## config.mk

```make
export PLATFORM = sky130hd
export DESIGN_NAME = cbpg_ctrl
export DESIGN_NICKNAME = d
export VERILOG_FILES = /design/src/rtl/cbpg_pkg.sv /design/src/rtl/cbpg_ctrl.sv
export SDC_FILE = /design/constraint.sdc
export NUM_CORES = 1
export LEC_CHECK = 0
export ABC_AREA = 1
export BUFFER_PORTS_ARGS = -buffer_cell sky130_fd_sc_hd__buf_2
export CORE_AREA = 2 2 39 41
export DETAILED_ROUTE_END_ITERATION = 16
export DIE_AREA = 0 0 41 43
export PLACE_DENSITY = 0.76
export SYNTH_ARGS = -nofsm -noshare
export SYNTH_HDL_FRONTEND = slang
export SYNTH_SLANG_ARGS = --single-unit
```

## constraint.sdc

```tcl
create_clock -name clk_i -period 3.15 [get_ports clk_i]
set_input_delay 0 -clock clk_i [delete_from_list [all_inputs] [get_ports clk_i]]
set_output_delay 0 -clock clk_i [all_outputs]
set_load 0.03 [all_outputs]
```

## src/rtl/cbpg_pkg.sv

```systemverilog
// cbpg_pkg: shared constants, types and the blending weight table of the
// cubic b-spline point generator. No dependencies; used by every rtl file.
`default_nettype none

package cbpg_pkg;

  // coordinate and curve formats
  localparam int COORD_BITS = 11;
  localparam int FRAC_BITS  = 8;
  localparam int OUT_W      = COORD_BITS + FRAC_BITS;

  // segments per window, a power of two from 1 to 32
  localparam int SEG_LOG2 = 5;
  localparam int SEGMENTS = 1 << SEG_LOG2;
  localparam int IDX_W    = SEG_LOG2 + 1;

  // weights are scaled by 6*SEGMENTS^3 = 3 * 2^(3*SEG_LOG2+1)
  localparam int W_W   = 3 * SEG_LOG2 + 3;
  localparam int NUM_W = W_W + COORD_BITS;
  localparam int SHIFT = 3 * SEG_LOG2 + 1;
  localparam int Q_W   = NUM_W + FRAC_BITS - SHIFT;
  localparam int R_W   = Q_W + 2;

  localparam logic [NUM_W+FRAC_BITS-1:0] HALF_DENOM =
    (NUM_W + FRAC_BITS)'(64'd3 << (3 * SEG_LOG2));
  localparam logic [R_W-1:0] RECIP3 = R_W'((64'd1 << R_W) / 3);
  localparam logic [OUT_W-1:0] OUT_MAX =
    OUT_W'(((64'd1 << COORD_BITS) - 1) << FRAC_BITS);

  // stream widths, padded to whole bytes
  localparam int IN_TDATA_W  = ((2 * COORD_BITS + 7) / 8) * 8;
  localparam int OUT_TDATA_W = ((2 * OUT_W + 7) / 8) * 8;

  typedef logic [COORD_BITS-1:0] coord_t;
  typedef logic [3:0][W_W-1:0] wset_t;
  typedef wset_t [SEGMENTS:0] wtab_t;

  // controller to datapath
  typedef struct packed {
    logic             shift_win;
    logic             load_work;
    logic             issue;
    logic [IDX_W-1:0] idx;
    logic             last;
  } cbpg_cmd_t;

  // datapath to controller
  typedef struct packed {
    logic adv;
  } cbpg_sts_t;

  function automatic wtab_t build_weights();
    wtab_t  tab;
    longint s;
    longint s2;
    longint s3;
    longint u;
    longint i2;
    longint i3;
    s  = SEGMENTS;
    s2 = s * s;
    s3 = s2 * s;
    for (int i = 0; i <= SEGMENTS; i++) begin
      u  = s - i;
      i2 = longint'(i) * i;
      i3 = i2 * i;
      tab[i][0] = W_W'(u * u * u);
      tab[i][1] = W_W'(3 * i3 + 4 * s3 - 6 * i2 * s);
      tab[i][2] = W_W'(3 * i2 * s + 3 * longint'(i) * s2 + s3 - 3 * i3);
      tab[i][3] = W_W'(i3);
    end
    return tab;
  endfunction

  localparam wtab_t WEIGHT_TAB = build_weights();

endpackage

`default_nettype wire

```

## src/rtl/cbpg_ctrl.sv

```systemverilog
// cbpg_ctrl: warm-up counter and the state machine that walks the curve
// index for one window. Depends on cbpg_pkg.
`default_nettype none

module cbpg_ctrl
  import cbpg_pkg::*;
(
  input  wire logic      clk_i,
  input  wire logic      rst_ni,
  input  wire logic      s_axis_tvalid_i,
  output logic           s_axis_tready_o,
  input  wire cbpg_sts_t sts_i,
  output cbpg_cmd_t      cmd_o
);

  localparam logic ST_IDLE = 1'b0;
  localparam logic ST_RUN  = 1'b1;

  localparam logic [1:0]       SEEN_FULL = 2'd3;
  localparam logic [IDX_W-1:0] IDX_LAST  = IDX_W'(SEGMENTS);

  logic             state_q, state_d;
  logic [IDX_W-1:0] idx_q, idx_d;
  logic [1:0]       seen_q, seen_d;
  logic             accept;

  assign s_axis_tready_o = (state_q == ST_IDLE);
  assign accept          = s_axis_tvalid_i && s_axis_tready_o;

  always_comb begin
    state_d = state_q;
    idx_d   = idx_q;
    seen_d  = seen_q;
    if (accept && (seen_q != SEEN_FULL)) begin
      seen_d = seen_q + 2'd1;
    end
    unique case (state_q)
      ST_IDLE: begin
        if (accept && (seen_q == SEEN_FULL)) begin
          state_d = ST_RUN;
          idx_d   = '0;
        end
      end
      ST_RUN: begin
        if (sts_i.adv) begin
          if (idx_q == IDX_LAST) begin
            state_d = ST_IDLE;
          end else begin
            idx_d = idx_q + IDX_W'(1);
          end
        end
      end
      default: state_d = ST_IDLE;
    endcase
  end

  always_ff @(posedge clk_i or negedge rst_ni) begin
    if (!rst_ni) begin
      state_q <= ST_IDLE;
      idx_q   <= '0;
      seen_q  <= '0;
    end else begin
      state_q <= state_d;
      idx_q   <= idx_d;
      seen_q  <= seen_d;
    end
  end

  assign cmd_o.shift_win = accept;
  assign cmd_o.load_work = accept && (seen_q == SEEN_FULL);
  assign cmd_o.issue     = (state_q == ST_RUN) && sts_i.adv;
  assign cmd_o.idx       = idx_q;
  assign cmd_o.last      = (idx_q == IDX_LAST);

  // a run only starts once the window is full
  a_run_full: assert property (@(posedge clk_i) disable iff (!rst_ni)
    (state_q == ST_RUN) |-> (seen_q == SEEN_FULL))
    else $error("curve run without a full window");

  // a stalled pipeline holds the curve index
  a_idx_hold: assert property (@(posedge clk_i) disable iff (!rst_ni)
    ((state_q == ST_RUN) && !sts_i.adv) |=> ((state_q == ST_RUN) && $stable(idx_q)))
    else $error("curve index moved during a stall");

  // issuing the last index ends the run
  a_run_end: assert property (@(posedge clk_i) disable iff (!rst_ni)
    ((state_q == ST_RUN) && sts_i.adv && (idx_q == IDX_LAST)) |=> (state_q == ST_IDLE))
    else $error("run did not end after the last index");

endmodule

`default_nettype wire

```

==> results.json <==
{
  "grt_pass1_vias": 401,
  "seq_area_frac_synth_pct": 40.5,
  "boundaryPins": 15,
  "critPathCaptureType": "primary output",
  "yosys.area_share.simple_pct": 39.2,
  "avgSynthCellArea_um2": 7.31,
  "path_max_fanout": 6,
  "fmaxAchievable_mhz": 743,
  "ir_worst_vdd_mv": 0.306,
  "diodes": 0,
  "die_y_um": 43,
  "start_util_pct": 40.1,
  "drc": 0,
  "layout-drive-gt1-share_pct": 25.3,
  "synthMuxAreaShare_pct": 0,
  "vias": 511,
  "fill_cells": 146,
  "p_sw_mw": 0.265,
  "crit_path_max_incr_delay_ns": 0.43,
  "wire_per_inst_um": 9.60,
  "tightest_slew_ns": 0.220,
  "cts-resized-gates": 0,
  "cts_hold_buf": 2,
  "dp.cells": 105,
  "status": "complete, no violations",
  "yosysWarnings": 0,
  "synth_cell_types": 17,
  "grt_max_degree": 10,
  "power_mw": 0.558,
  "post-route-period-util_pct": 42.8,
  "switching_share_pct": 47.4,
  "drt_iter0_drc": 10,
  "crit_start": "idx_q[0]",
  "skew_ns": 0.00147,
  "yosys.area.top_type_share_pct": 40.5,
  "die-width_um": 41,
  "combPwrFrac_pct": 46.6,
  "cap_viol_max_count": 0,
  "totalWireLength_um": 1070,
  "globalRoute.totalOverflow": 0,
  "synth-seq-cells": 9,
  "slew_violations": 0,
  "clkSlewWorstSetupHoldPaths_ns": 0.06,
  "clockRootBuffer": "clkbuf_4",
  "syn_area_um2": 556,
  "min_period_ns": 1.35,
  "syn_nets": 83,
  "core_um2": 1380,
  "globalplace.congestion": 0.770,
  "critPathKind": "reg2out",
  "p_leak_nw": 0.417,
  "slew_headroom_pct": 85.3,
  "r2r-start": "idx_q[0]",
  "grt_pass1_wl_um": 1590,
  "synthAdderAreaFrac_pct": 6.76,
  "synth_top_family_by_area": "simple AND/OR/NAND/NOR gates",
  "hold_viol_final": 0,
  "drtAntennaViolNets": 0,
  "htree_levels": 1,
  "synth_xor_area_share_pct": 1.58,
  "netlist_instances": 76,
  "fin_util_pct": 49.5,
  "min_path_type": "in2reg",
  "path_cells": "inv_1 -> ha_1 -> nand2_1 -> nor2_2 -> buf_2",
  "clockBufferDepth": 2,
  "setup_viol": 0,
  "grt_usage_pct": 13.7,
  "synth_compound_area_share_pct": 1.80,
  "cp-start-kind": "flop",
  "clk_latency_ns": 0.26,
  "numClockSinks": 9,
  "nets": 103,
  "p_int_mw": 0.294,
  "rows": 14,
  "antenna_found_initial": 0,
  "cp.arrival_ns": 1.35,
  "hpwl_um": 816,
  "post-cts-setup-buffers": 0,
  "drtPass1Iterations": 4,
  "clockPowerShare_pct": 16.0,
  "vias_per_cell": 4.60,
  "p_per_area_nw_per_um2": 816,
  "min_from": "s_axis_tvalid_i",
  "die-area_um2": 1760,
  "ys_top_cells_by_area": "dfrtp_1 (41%), nand2_1 (18%), nand3_1 (8.1%), inv_1 (8.1%), ha_1 (6.8%)",
  "tns_ns": 0,
  "cp_slowest_cell": "dfrtp_1",
  "cts_tree": "done",
  "numCtsBuffers": 3,
  "seqPwrFrac_pct": 37.4,
  "worstPathRequired_ns": 3.15,
  "synth_top_area_cell": "dfrtp_1",
  "layout.cells.non_filler": 111,
  "rsz0062_at_grt": "false",
  "io_buffers": 14,
  "area_delta_synth_final_pct": 23.2
}
registers in the layout, indices dropped and copies added, names as in the netlist:
| name | cells |
|---|---|
| idx_q | 6 |
| state_q | 1 |
| seen_q | 2 |
power groups by stage:
| stage | Sequential, mW | Clock [mW] | Combinational (mW) |
|---|---|---|---|
| 2_1_floorplan | 0.251 | 0 | 0.153 |
| 3_3_place_gp | 0.208 | 0 | 0.257 |
| 3_5_place_dp | 0.210 | 0 | 0.263 |
| 4_1_cts | 0.208 | 0.0957 | 0.266 |
| 5_1_grt | 0.216 | 0.0982 | 0.295 |
| 6_report | 0.209 | 0.0895 | 0.260 |
worst paths after layout:
| kind | to | slack, ns | depth (start not counted) |
|---|---|---|---|
| hold reg to reg | seen_q[0] | 0.49 | 1 |
| hold / removal | seen_q[1] | 0.08 | 5 |
| max in group asynchronous | idx_q[0] | 2.84 | 2 |
| min in group asynchronous | idx_q[3] | 0.13 | 2 |
| setup reg to reg | idx_q[4] | 1.85 | 9 |
| setup / recovery | cmd_o[0] | 1.80 | 5 |
layer usage:
metal  routed length [um]  track usage (%)  vias up
met5                    0                0        -
met4                    0             12.0        0
met3                   30             1.57        0
met2                  509             17.8        8
met1                  526             18.9      225
li1                     -                -      278
cell type report:
cell class | instances | area (um2) | share of cell area, %
flip-flops and latches | 9 | 225 | 32.9
multi-input cells | 53 | 274 | 40.0
well taps | 16 | 20.0 | 2.93
repair buffers | 16 | 90.1 | 13.2
inverters | 13 | 48.8 | 7.13
clock buffers | 4 | 26.3 | 3.84
synth_stat cells:
master    n
nor2_2    3
xnor2_1   1
nand3_1   9
nor3_1    1
nand2_4   1
nand4_1   2
buf_4     1
inv_1    12
inv_2     1
nand2_1  27
nor2_1    2
nand2_2   1
dfrtp_1   9
o21ai_1   1
nand3_2   1
ha_1      3
o21ai_0   1
critical path: cells and delay by family (launching register included):
family        cells  cell delay (ns)
fa+ha+maj         1             0.16
simple gates      2             0.21
flops             1             0.43
buf+inv           2             0.29
logic make-up (layout without fill, tap and decap cells):
kind of cell             Yosys count  in the layout
AO/OA/AOI/OAI                      2              2
XOR/XNOR                           1              1
flip-flops                         9              9
AND/OR/NAND/NOR                   47             47
adder cells (fa/ha/maj)            3              3
buffers and inverters             14             33
cells in the final DEF (no fill, tap or decap), types with 2 or more instances in the layout:
cell / instances
buf_2: 14
clkbuf_4: 3
dfrtp_1: 9
dlygate4sd3_1: 2
ha_1: 3
inv_1: 12
nand2_1: 27
nand3_1: 9
nand4_1: 2
nor2_1: 2
nor2_2: 3
through the flow:
| step | area, um2 | hold WS, ns | setup WS (ns) |
|---|---|---|---|
| final | 684 | 0.0823 | 1.80 |
| after global routing | 684 | 0.114 | 1.68 |
| after CTS | 684 | 0.0755 | 1.78 |
| after detailed placement | 638 | -0.136 | 1.86 |
| after global placement | 638 | -0.139 | 1.87 |
| after floorplan | 556 | -0.296 | 1.69 |
Power figures use the tool's default switching activity.
